--- src/hw/rtl/rrc_pkg.sv ---
package rrc_pkg;

  // Region codes on the result port
  typedef enum logic [3:0] {
    REGION_OUTSIDE   = 4'd0,
    REGION_TOP       = 4'd1,
    REGION_RIGHT     = 4'd2,
    REGION_BOTTOM    = 4'd3,
    REGION_LEFT      = 4'd4,
    REGION_CORNER_TL = 4'd5,
    REGION_CORNER_TR = 4'd6,
    REGION_CORNER_BR = 4'd7,
    REGION_CORNER_BL = 4'd8
  } region_t;

  // Sign and zero flags of the point's offsets from the base rectangle edges
  typedef struct packed {
    logic ox1_neg;   // px - left < 0
    logic ox1_zero;  // px - left == 0
    logic ox2_neg;   // px - right < 0
    logic ox2_zero;  // px - right == 0
    logic oy1_neg;   // py - top < 0
    logic oy2_neg;   // py - bottom < 0
    logic oy2_zero;  // py - bottom == 0
  } offset_flags_t;

endpackage

--- src/hw/rtl/rrc_products.sv ---
module rrc_products
  import rrc_pkg::*;
#(
  parameter int CB = 16
) (
  input  logic                   clk,
  input  logic signed [CB-1:0]   rect_left,
  input  logic signed [CB-1:0]   rect_top,
  input  logic        [CB-2:0]   rect_width,
  input  logic        [CB-2:0]   rect_height,
  input  logic        [CB-2:0]   corner_radius,
  input  logic signed [CB-1:0]   point_x,
  input  logic signed [CB-1:0]   point_y,
  output logic        [2*CB-1:0] sq_x1,
  output logic        [2*CB-1:0] sq_x2,
  output logic        [2*CB-1:0] sq_y1,
  output logic        [2*CB-1:0] sq_y2,
  output logic        [2*CB-3:0] r_sq,
  output logic signed [2*CB:0]   cross_a,
  output logic signed [2*CB:0]   cross_b,
  output logic signed [2*CB+2:0] cross_c,
  output offset_flags_t          flags
);

  localparam logic [CB+1:0] CAP = (CB+2)'(1) << (CB-1);

  // Magnitude of an offset, saturated at 2^(CB-1)
  function automatic logic [CB-1:0] sat_mag(input logic signed [CB+1:0] d);
    logic [CB+1:0] du;
    logic [CB+1:0] m;
    du = d;
    m  = d[CB+1] ? ((~du) + (CB+2)'(1)) : du;
    if (m > CAP) begin
      m = CAP;
    end
    return m[CB-1:0];
  endfunction

  logic signed [CB:0]   ox1;
  logic signed [CB:0]   oy1;
  logic signed [CB+1:0] ox2;
  logic signed [CB+1:0] oy2;
  logic signed [CB+2:0] noy2;
  logic signed [CB-1:0] ws;
  logic signed [CB-1:0] hs;
  logic        [CB-1:0] mx1, mx2, my1, my2;

  assign ox1  = (CB+1)'(point_x) - (CB+1)'(rect_left);
  assign oy1  = (CB+1)'(point_y) - (CB+1)'(rect_top);
  assign ox2  = (CB+2)'(ox1) - $signed({3'b000, rect_width});
  assign oy2  = (CB+2)'(oy1) - $signed({3'b000, rect_height});
  assign noy2 = -((CB+3)'(oy2));
  assign ws   = $signed({1'b0, rect_width});
  assign hs   = $signed({1'b0, rect_height});

  assign mx1 = sat_mag((CB+2)'(ox1));
  assign my1 = sat_mag((CB+2)'(oy1));
  assign mx2 = sat_mag(ox2);
  assign my2 = sat_mag(oy2);

  // One multiplier deep; register every product
  always_ff @(posedge clk) begin
    sq_x1   <= (2*CB)'(mx1) * (2*CB)'(mx1);
    sq_x2   <= (2*CB)'(mx2) * (2*CB)'(mx2);
    sq_y1   <= (2*CB)'(my1) * (2*CB)'(my1);
    sq_y2   <= (2*CB)'(my2) * (2*CB)'(my2);
    r_sq    <= (2*CB-2)'(corner_radius) * (2*CB-2)'(corner_radius);
    cross_a <= (2*CB+1)'(hs) * (2*CB+1)'(ox1);
    cross_b <= (2*CB+1)'(ws) * (2*CB+1)'(oy1);
    cross_c <= (2*CB+3)'(ws) * noy2;
    flags.ox1_neg  <= ox1[CB];
    flags.ox1_zero <= (ox1 == '0);
    flags.ox2_neg  <= ox2[CB+1];
    flags.ox2_zero <= (ox2 == '0);
    flags.oy1_neg  <= oy1[CB];
    flags.oy2_neg  <= oy2[CB+1];
    flags.oy2_zero <= (oy2 == '0);
  end

endmodule

--- config.mk ---
export PLATFORM = sky130hd
export DESIGN_NAME = rrc_products
export DESIGN_NICKNAME = d
export VERILOG_FILES = /design/src/hw/rtl/rrc_pkg.sv /design/src/hw/rtl/rrc_products.sv
export SDC_FILE = /design/constraint.sdc
export NUM_CORES = 2
export LEC_CHECK = 0
export BUFFER_PORTS_ARGS = -buffer_cell sky130_fd_sc_hd__buf_2
export CORE_MARGIN = 2
export CORE_UTILIZATION = 43
export CTS_BUF_LIST = sky130_fd_sc_hd__clkbuf_8
export CTS_CLUSTER_SIZE = 24
export DETAILED_ROUTE_END_ITERATION = 10
export GPL_ROUTABILITY_DRIVEN = 0
export HOLD_SLACK_MARGIN = 0.15
export SYNTH_ARGS = -nofsm -noshare
export SYNTH_HDL_FRONTEND = slang
export SYNTH_SLANG_ARGS = --single-unit
--- constraint.sdc ---
create_clock -name clk -period 20.1 [get_ports clk]
set_input_delay 4.02 -clock clk [delete_from_list [all_inputs] [get_ports clk]]
set_output_delay 4.02 -clock clk [all_outputs]
set_load 0.02 [all_outputs]
==> out/results.tsv <==
stage	metric	value	unit
yosys	ys_ff_latch	261	
setup_path	path_common_cell	inv_1	
sta	worst_slew_pin_slew	1.22	ns
finish	area_growth	8.23	%
finish	seq_area	5230	um^2
sta	max_slew_margin	16.9	%
cts	clockBufferDepth	3	
cts	postCtsSetupBuffers	0	
sta	fin_ws	2.78	ns
finish	fillCellCount	16928	
setup_path	required	20.74	ns
worst_hold_path	hold_class	input port to register	
grt	antenna_found_initial	17	
floorplan	die_w	423	um
yosys	synth_ff_type	dfxtp_1	
placed_design	portBuffers	370	
setup_path	end_kind	register	
setup_path	crit_fanout	37	
yosys	syn_area_per_cell	8.97	um^2
job	cap_violations	0	
yosys	yosysUniqueCellTypes	107	
setup_path	worst_setup_path_start_kind	input port	
floorplan	initial_core_util	43.4	%
sta	hold_violations	0	
yosys	seq_area_frac_synth	6.91	%
grt	grt_first_pass_wirelength	333	mm
finish	drive_above_1_share	8.02	%
worst_hold_path	whs_endpoint	r_sq[0]	
route	routed_wl	207	mm
sta	timing.hold.ws	3.56	ns
grt	grt_pass1_vias	61010	
cts	cts_tree	built	
floorplan	dieArea	179000	um^2
sta	finalSetupTns	0	ns
route	vias	57269	
floorplan	coreArea	174000	um^2
setup_path	worst_path_max_delay_cell	a21oi_4	
grt	grt.overflow.total	0	
finish	utilization	47.0	%
yosys	synthArstFlopShare	0	%
cts	clk_pin_slew	0.06	ns
grt	grt_max_degree	70	
cts	cts_hold_buffers	0	
yosys	synth_enable_flop_cells	0	
yosys	netlist_area	75600	um^2
route	wl_per_cell	18.6	um
sta	maxSlewViolCount	0	
sta	max_freq	57.7	MHz
setup_path	max_stage_delay	0.82	ns
cts	cts_num_sinks	261	
yosys	ys_warn_count	0	
grt	grt_usage	23.6	%
route	firstDrtPassIters	5	
floorplan	ioPinCount	376	
finish	nets	11261	
outcome	status	completed	
cts	cts-resized-gates	0	
placed_design	place_ws	2.28	ns
setup_path	arrival	17.96	ns
placed_design	hpwl	169	mm
floorplan	rows	153	
sta	setup_viol	0	
sta	rsz0062_at_grt	no	
route	ant_nets	0	
finish	multi_input_area	62000	um^2
cts	root_buffer	clkbuf_8	
worst_hold_path	min_from	corner_radius[0]	
route	drtIter0Drc	3324	
floorplan	die_h	423	um
cts	cts_inserted_buffers	52	
route	remaining_drc_errors	0	
route	viasPerCell	5.14	
sta	fin_crit_sh	86.2	%
worst_hold_path	hold_depth	1	
cts	h-tree-depth	2	
sta	fin_crit	17.32	ns
setup_path	path_class	input port to register	
yosys	syn_inst	8426	
## cell usage after synthesis (all sizes together) (19+ instances only)
cell	instances	area, um^2
nor4	24	156
a21o	87	653
xnor2	266	2340
o21bai	45	338
o21ai	129	653
and3	73	462
a211oi	19	153
inv	2048	7690
nand2	675	2540
or2	30	188
clkbuf	232	873
nand2b	54	338
or3	108	676
a21oi	225	1130
o21a	51	390
nand3	132	666
nor3	304	1560
nor2	466	1750
xor2	107	945
nor2b	47	294
buf	64	324
ha	792	9910
nand4	25	156
a31oi	35	234
dfxtp	261	5230
fa	1598	32000
and2	267	1670
o211ai	24	180
## routing by layer
| metal | vias up | global-route usage (%) | wire length, um |
|---|---|---|---|
| met5 | - | 0 | 69 |
| met4 | 12 | 11.5 | 11600 |
| met3 | 433 | 3.34 | 12100 |
| met2 | 1642 | 39.7 | 99800 |
| met1 | 28803 | 29.9 | 83400 |
| li1 | 26379 | - | - |
## flip-flops by register name, summed over array words and instances (netlist names)
register  flops
cross_c      35
cross_a      33
cross_b      33
sq_x1        31
sq_x2        31
sq_y1        31
sq_y2        31
r_sq         29
flags         7
## stage by stage
step	area, um^2	instances
finish	81800	11137
global route	81800	11134
CTS	81800	11126
detailed placement	80600	11032
global placement	80600	11032
floorplan	75900	8515
## how the worst max path moves through the flow
stage                     startpoint         to
after floorplan           point_y[0]  sq_y2[25]
after global routing      point_y[0]  sq_y2[25]
after global placement    point_y[0]  sq_y2[25]
after CTS                 point_y[0]  sq_y2[25]
after detailed placement  point_y[0]  sq_y2[25]
final                     point_y[0]  sq_y2[25]
## logic make-up after synthesis
logic type,Yosys count,synth area share (%)
compound gates,776,6.91
mux,13,0.185
fa+ha+maj,2390,55.4
simple gates,2258,14.4
xor+xnor,373,4.34
other cells,2,0.00993
flops,261,6.91
buf+inv,2353,11.8
## final cells by class
type	instances	share of cell area (%)
Multi-Input combinational cell	5901	75.8
Clock buffer	61	1.03
Antenna cell	11	0.0336
Sequential cell	261	6.39
Inverter	2057	9.44
Tap cell	2325	3.56
Timing Repair Buffer	488	3.35
Clock inverter	33	0.462
## cell usage in the layout, fill, tap and decap left out, drive strengths merged, types with 10 or more instances in the layout
cell         n
nor2       466
a21oi      225
o31ai       15
inv       2053
xnor2      266
ha         792
o2111ai     12
nand4       25
clkbuf      61
conb        91
o211ai      24
o21a        51
fa        1598
nand3      132
and2       267
nand2b      54
a211o       12
or4         12
and3        73
or2         30
o21ai      129
a211oi      19
nor2b       47
nor4        24
a31o        11
dfxtp      261
nor3       304
nand2      675
a31oi       35
clkinv      20
o21bai      45
a21o        87
xor2       107
buf        488
diode       11
a21boi      10
or3        108
clkinvlp    10
## critical path: cells and delay by family
kind                       cells  cell delay [ns]
adders and majority gates     10             4.37
and+or+nand+nor                9             2.54
xor gates and xnor gates       1             0.13
AOI/OAI and AO/OA             19             6.13
buffers and inverters          9             0.73
Power is not shown: default switching activity piles up to over one toggle a cycle in this logic, so the estimate is an artifact.
