### src/hw/rtl/rrc_pkg.sv
package rrc_pkg;

  // Region codes on the result port
  typedef enum logic [3:0] {
    REGION_OUTSIDE   = 4'd0,
    REGION_TOP       = 4'd1,
    REGION_RIGHT     = 4'd2,
    REGION_BOTTOM    = 4'd3,
    REGION_LEFT      = 4'd4,
    REGION_CORNER_TL = 4'd5,
    REGION_CORNER_TR = 4'd6,
    REGION_CORNER_BR = 4'd7,
    REGION_CORNER_BL = 4'd8
  } region_t;

  // Sign and zero flags of the point's offsets from the base rectangle edges
  typedef struct packed {
    logic ox1_neg;   // px - left < 0
    logic ox1_zero;  // px - left == 0
    logic ox2_neg;   // px - right < 0
    logic ox2_zero;  // px - right == 0
    logic oy1_neg;   // py - top < 0
    logic oy2_neg;   // py - bottom < 0
    logic oy2_zero;  // py - bottom == 0
  } offset_flags_t;

endpackage

### src/hw/rtl/rrc_decide.sv
module rrc_decide
  import rrc_pkg::*;
#(
  parameter int CB = 16
) (
  input  logic                   clk,
  input  logic        [2*CB-1:0] sq_x1,
  input  logic        [2*CB-1:0] sq_x2,
  input  logic        [2*CB-1:0] sq_y1,
  input  logic        [2*CB-1:0] sq_y2,
  input  logic        [2*CB-3:0] r_sq,
  input  logic signed [2*CB:0]   cross_a,
  input  logic signed [2*CB:0]   cross_b,
  input  logic signed [2*CB+2:0] cross_c,
  input  offset_flags_t          flags,
  output region_t                region
);

  localparam int SW = 2*CB+1;
  localparam int XW = 2*CB+3;

  logic [SW-1:0] r2;
  logic [SW-1:0] sq_dx, sq_dy;
  logic          outside;
  logic          near_tl, near_tr, near_br, near_bl;
  logic          h1, h2;
  region_t       region_next;

  assign r2 = SW'(r_sq);

  // Clamped distance: left of the box uses the left offset, right of it the right one
  assign sq_dx = flags.ox1_neg ? SW'(sq_x1)
               : (!flags.ox2_neg && !flags.ox2_zero) ? SW'(sq_x2) : '0;
  assign sq_dy = flags.oy1_neg ? SW'(sq_y1)
               : (!flags.oy2_neg && !flags.oy2_zero) ? SW'(sq_y2) : '0;

  assign outside = (sq_dx + sq_dy) > r2;

  assign near_tl = ((SW'(sq_x1) + SW'(sq_y1)) <= r2)
                   && (flags.ox1_neg || flags.ox1_zero) && flags.oy1_neg;
  assign near_tr = ((SW'(sq_x2) + SW'(sq_y1)) <= r2)
                   && !flags.ox2_neg && !flags.ox2_zero && flags.oy1_neg;
  assign near_br = ((SW'(sq_x2) + SW'(sq_y2)) <= r2)
                   && !flags.ox2_neg && !flags.oy2_neg;
  assign near_bl = ((SW'(sq_x1) + SW'(sq_y2)) <= r2)
                   && flags.ox1_neg && !flags.oy2_neg;

  // Diagonal tests by cross products
  assign h1 = XW'(cross_a) > XW'(cross_b);
  assign h2 = cross_c > XW'(cross_a);

  always_comb begin
    priority if (outside) begin
      region_next = REGION_OUTSIDE;
    end else if (near_tl) begin
      region_next = REGION_CORNER_TL;
    end else if (near_tr) begin
      region_next = REGION_CORNER_TR;
    end else if (near_br) begin
      region_next = REGION_CORNER_BR;
    end else if (near_bl) begin
      region_next = REGION_CORNER_BL;
    end else if (h1 && h2) begin
      region_next = REGION_TOP;
    end else if (h2) begin
      region_next = REGION_LEFT;
    end else if (h1) begin
      region_next = REGION_RIGHT;
    end else begin
      region_next = REGION_BOTTOM;
    end
  end

  always_ff @(posedge clk) begin
    region <= region_next;
  end

endmodule

### config.mk
export PLATFORM = sky130hd
export DESIGN_NAME = rrc_decide
export DESIGN_NICKNAME = d
export VERILOG_FILES = /design/src/hw/rtl/rrc_pkg.sv /design/src/hw/rtl/rrc_decide.sv
export SDC_FILE = /design/constraint.sdc
export NUM_CORES = 1
export LEC_CHECK = 0
export BUFFER_PORTS_ARGS = -buffer_cell sky130_fd_sc_hd__clkbuf_2
export CAP_MARGIN = 5
export CORE_ASPECT_RATIO = 0.6
export CORE_MARGIN = 3
export CORE_UTILIZATION = 33
export DETAILED_ROUTE_END_ITERATION = 7
export PLACE_DENSITY = 0.6
export SYNTH_ARGS = -nofsm -noshare
export SYNTH_HDL_FRONTEND = slang
export SYNTH_SLANG_ARGS = --single-unit
### constraint.sdc
create_clock -name clk -period 5.92 [get_ports clk]
set_input_delay 0.592 -clock clk [delete_from_list [all_inputs] [get_ports clk]]
set_output_delay 0.592 -clock clk [all_outputs]
set_load 0.02 [all_outputs]
==> results.cfg, run 1 <==
[cts]
cts_buffers = 3
clk_pin_slew_ns = 0.03
cts_tree = done
cts_buffer_depth = 2
cts-root-buf = clkbuf_16
ctsHtreeMaxLevel = 1
clock-sinks = 4
hold_buffers = 0

[die]
io_pins = 271
num_rows = 56
dieArea_um2 = 43600
die_h_um = 163
core_um2 = 39800
die_w_um = 268
initial_core_util_pct = 34.1

[synthesis]
syn_avg_cell_area_um2 = 7.50
yosys_warnings = 0
synthesis.nets = 2458
synth_async_sr_flop_share_pct = 0
yosysSeqAreaShare_pct = 0.591
synth_edf_count = 0
synth_seq_cells = 4
synth_ff_type = dfxtp_1
post_synth_num_cell_types = 82
synthesis.area_um2 = 13600
syn_inst = 1806

[layout]
nets = 2886
regMostFlops = region
diodes = 0
postLayoutCoreUtil_pct = 42.7
top_regs = region (4)
drive_above_1_share_pct = 22.3
area_delta_synth_final_pct = 25.5
largest_reg_flops = 4

[pwr]
p_leak_nw = 9.10
power_density_nw_per_um2 = 135
vdd_ir_drop_max_mv = 0.0646
finalPower_w = 0.00230

[detailed_routing]
wl_per_cell_um = 22.3
first_pass_iters = 5
initialDrtViolationCount = 1753
drc = 0
vias_per_cell = 5.86
vias = 16100
ant_nets = 0
routed_wl_um = 61400

[timing]
hold_viol_final = 0
tns_ns = 0
fin_crit_sh_pct = 96.4
finalSetupViolations = 0
worst_pin_slew_ns = 0.740
min_period_ns = 5.71
maxSlewViolCount = 0
max_freq_mhz = 175
setup_slack_ns = 0.211
slew_headroom_pct = 50.2

[critical_path]
crit_type = in -> reg
crit_path_max_incr_delay_ns = 0.41
path_max_fanout = 10
cp.arrival_ns = 5.83
worstSetupStartpointType = input port
cp_data_required_time_ns = 6.05
slowest_stage = fa_1
endpoint_kind = register

[grt]
antenna_found_initial = 2
gr-total-overflow = 0
grt_max_degree = 22
globalRouteTotalUtil_pct = 27.0
grt_pass1_wl_um = 90400
first_global_vias = 15400

[hold_path]
hold_class = in -> reg
hold_depth = 5

[place]
dp_hpwl_um = 54900
gp_congestion = 1.03
portBuffers = 270
pre_cts_ws_ns = -0.317

[run]
maxCapViolations = 0

[status]
status = finished, final reports clean
-- metrics by stage --
| stage | cells | area [µm²] | hold WS (ns) |
|---|---|---|---|
| after floorplan | 1806 | 13600 | 0.931 |
| after global placement | 2749 | 16800 | 1.03 |
| after detailed placement | 2749 | 16800 | 1.03 |
| after CTS | 2752 | 16900 | 1.01 |
| after global routing | 2754 | 17000 | 1.04 |
| final | 2754 | 17000 | 1.04 |
-- critical path: cells and delay by family --
family / cells / cell delay, ns
adder cells (fa/ha/maj): 3 / 0.87
buffers and inverters: 4 / 0.53
XOR/XNOR: 1 / 0.23
AND/OR/NAND/NOR: 6 / 1.07
AO/OA/AOI/OAI: 15 / 2.54
-- power breakdown --
| part | internal, W | total, W | switching (W) |
|---|---|---|---|
| clock network | 0.0000865 | 0.000108 | 0.0000213 |
| logic | 0.000946 | 0.00216 | 0.00121 |
| registers | 0.0000315 | 0.0000334 | 0.00000181 |
-- cell type report --
class	count	area, µm²
Sequential cell	4	80.1
Timing Repair Buffer	447	2700
Inverter	147	552
Fill cell	4098	22800
Tap cell	522	653
Clock buffer	3	75.1
Multi-Input combinational cell	1631	13000
-- synth_stat cells (4+ instances only) --
library cell,n,share of area [%]
ha_1,380,35
a21oi_1,188,6.9
inv_1,147,4.1
a21o_1,128,7.1
nor2_1,108,3.0
o21ai_0,95,3.5
xnor2_1,93,6.0
nand2_1,78,2.2
a22o_1,65,4.2
nand4_1,54,2.5
nand3_1,37,1.4
xor2_1,35,2.3
o21a_1,31,1.7
nor2b_1,30,1.4
a211oi_1,27,1.5
nor3_1,26,0.96
clkbuf_1,24,0.66
nand2b_1,24,1.1
o21bai_1,22,1.2
and3_1,17,0.78
a31oi_1,15,0.69
o21ai_1,13,0.48
o211ai_1,12,0.66
nor4_1,11,0.51
and2_1,9,0.42
a211o_1,8,0.52
or3_1,8,0.37
a2111oi_0,7,0.45
a21boi_0,7,0.39
and4_1,6,0.39
a221o_1,5,0.37
a221oi_1,5,0.32
a31o_2,5,0.32
fa_1,5,0.74
o2111ai_1,5,0.32
dfxtp_1,4,0.59
nor4b_1,4,0.26
o31ai_1,4,0.22
-- worst paths after layout --
| kind | startpoint | end |
|---|---|---|
| setup / recovery | flags[1] | region[1] |
| hold / removal | flags[3] | region[1] |
-- kinds of logic after synthesis --
family	synth area share, %
muxes	0.148
adders and majority gates	35.8
DFF	0.591
buffers and inverters	4.74
AOI/OAI and AO/OA	34.1
xor gates and xnor gates	8.27
and+or+nand+nor	16.3
-- per-layer routing --
metal | global-route usage (%) | wire [µm] | vias up
met5 | 0 | 9 | -
met4 | 2.95 | 625 | 2
met3 | 9.51 | 8220 | 45
met2 | 36.8 | 22500 | 841
met1 | 40.9 | 30000 | 7512
li1 | - | - | 7736
-- layout by cell type (no fill, tap or decap), types with 9 or more instances in the layout --
cell type,synthesis,final
a211oi_1,27,23
a21o_1,128,128
a21oi_1,188,185
a22o_1,65,65
a31oi_1,15,15
and2_1,9,9
and3_1,17,17
buf_4,0,175
clkbuf_2,0,270
ha_1,380,380
inv_1,147,147
nand2_1,78,78
nand2b_1,24,24
nand3_1,37,37
nand4_1,54,54
nor2_1,108,107
nor2b_1,30,29
nor3_1,26,22
nor4_1,11,10
o211ai_1,12,12
o21a_1,31,31
o21ai_0,95,92
o21ai_1,13,14
o21bai_1,22,22
xnor2_1,93,93
xor2_1,35,35
-- timing repair --
item,CTS,global route
resized for setup,4,27
setup buffers,0,2
cloned,0,0
endpoints found under the hold margin,0,0
endpoints found under the setup margin,3,4
pin swaps,0,4
(Power assumes the default switching activity.)
==> run 2: changes to the inputs <==
- CELL_PAD_IN_SITES_DETAIL_PLACEMENT: unset -> 1
- CELL_PAD_IN_SITES_GLOBAL_PLACEMENT: unset -> 2
- CORE_UTILIZATION: 33 -> 30
- PLACE_DENSITY: 0.6 -> 0.86
==> results.cfg, run 2 (synthesized netlist as in run 1, its figures left out) <==
[layout]
nets = 2906
fillCellCount = 5572
finalInstanceArea_um2 = 17400
stdcell_count = 2831
final_cell_mix = 378 x ha_1, 270 x clkbuf_2, 191 x buf_4
regMostFlops = region
top_regs = region (4)
area_delta_synth_final_pct = 28.4
diodes = 0
drive_above_1_share_pct = 24.2
largest_reg_flops = 4
final_common_cell = ha_1

[timing]
worst_pin_slew_ns = 0.730
finalSetupViolations = 0
min_period_ns = 5.75
max_freq_mhz = 174
setup_slack_ns = 0.171
maxSlewViolCount = 0
hold_viol_final = 0
slew_headroom_pct = 50.9
fin_crit_sh_pct = 97.1
hold-worst-slack_ns = 1.06

[pwr]
pwr-share-seq_pct = 1.4
power_density_nw_per_um2 = 139
p_leak_nw = 9.23
p_switching_w = 0.00131
p_int_w = 0.00110
switching_share_pct = 54.5
p_comb_share_pct = 94.2
clkPwrFrac_pct = 4.4
vdd_ir_drop_max_mv = 0.0780

[cts]
clk_pin_slew_ns = 0.03
cts_buffer_depth = 2
clock-sinks = 4
cts-root-buf = clkbuf_16
hold_buffers = 0
cts_tree = done
ctsHtreeMaxLevel = 1
cts_buffers = 3

[detailed_routing]
wl_per_cell_um = 23.9
ant_nets = 0
vias_per_cell = 5.81
drc = 0
vias = 16400
first_pass_iters = 7
initialDrtViolationCount = 1311
routed_wl_um = 67600

[critical_path]
cp.arrival_ns = 5.86
worstSetupStartpointType = input port
endpoint_kind = register
cp_data_required_time_ns = 6.03
crit_type = in -> reg
path_max_fanout = 3

[grt]
gr-total-overflow = 0
grt_pass1_wl_um = 100000
antenna_found_initial = 0
globalRouteTotalUtil_pct = 27.2
first_global_vias = 16900
grt_max_degree = 22

[run]
maxCapViolations = 0

[hold_path]
min_to = region[1]
worstHoldStart = flags[3]
hold_depth = 5
hold_class = in -> reg

[die]
initial_core_util_pct = 30.8
core_um2 = 44000
die_w_um = 280
dieArea_um2 = 47800
io_pins = 271
num_rows = 59
die_h_um = 171

[place]
dpl-instance-area_um2 = 16900
gp_congestion = 0.993
portBuffers = 270
post-place-cells = 2814
pre_cts_ws_ns = -0.546
dp_hpwl_um = 61100

[status]
status = finished, final reports clean
==> run 2: cell count changes in the layout (fill, tap and decap cells not counted), moves of 3 or more <==
cell     previous run  this run
buf_6               1         4
a31oi_1            15        12
buf_4             175       191
o21ai_2             2         5
a31oi_2             0         3
a21oi_2             4        13
a21oi_1           185       176
==> run 2: layout make-up <==
type	count	area (µm²)	share of cell area [%]
repair buffers	467	2870	16.5
flip-flops and latches	4	80.1	0.460
well taps	579	724	4.16
inverters	147	552	3.17
multi-input cells	1631	13100	75.3
clock buffers	3	75.1	0.432
==> run 2: worst max-delay path by stage <==
stage	cells after the start	to	slack [ns]	startpoint
after floorplan	27	region[1]	0.32	flags[6]
after global placement	24	region[2]	-0.35	sq_y2[0]
after detailed placement	24	region[2]	-0.55	sq_y2[0]
after CTS	24	region[2]	0.01	sq_y2[0]
after global routing	25	region[1]	-0.03	flags[3]
final	27	region[2]	0.17	sq_y1[0]
==> run 2: critical path: stages <==
cell and delay [ns]:
clkbuf_2 0.11, buf_4 0.14, ha_1 0.22, fa_1 0.42, a21o_1 0.25, a221o_2 0.45
a31o_2 0.28, o21a_1 0.20, o221ai_1 0.26, o21bai_2 0.13, a21o_1 0.20, a21oi_2 0.19
o21ai_1 0.11, xnor2_1 0.13, buf_4 0.13, ha_1 0.29, nand4_1 0.11, nor2_1 0.11
nand3_1 0.12, o21ai_0 0.12, a21oi_1 0.14, o21ai_0 0.12, buf_4 0.17, o221a_2 0.22
o211ai_1 0.17, nand2_1 0.16, o31a_1 0.32
==> run 2: per-stage QoR <==
| stage | TNS, ns | power (W) | util, % |
|---|---|---|---|
| floorplan | 0 | 0.00133 | - |
| global placement | -1.06 | 0.00209 | 38.5 |
| detailed placement | -2.01 | 0.00219 | 38.5 |
| CTS | 0 | 0.00232 | 38.7 |
| global route | -0.0463 | 0.00263 | 39.5 |
| finish | 0 | 0.00241 | 39.5 |
==> run 2: repair_timing <==
| item | 4_1_cts | 5_1_grt |
|---|---|---|
| pin swaps | 1 | 23 |
| gates resized for setup | 9 | 63 |
| gates cloned | 0 | 0 |
| setup buffers | 0 | 15 |
| endpoints found under the setup margin | 4 | 4 |
==> run 2: power groups by stage <==
stage	clock, W	combinational (W)	sequential, W
2_1_floorplan	0	0.00129	0.0000385
3_3_place_gp	0	0.00206	0.0000340
3_5_place_dp	0	0.00215	0.0000339
4_1_cts	0.000108	0.00218	0.0000335
5_1_grt	0.000109	0.00248	0.0000339
6_report	0.000107	0.00227	0.0000337
==> run 2: per-layer routing <==
layer / GRT usage (%) / wire length, µm
met4: 3.63 / 887
met2: 40.6 / 27000
met1: 39.8 / 33100
met5: 0 / 0
met3: 6.91 / 6610
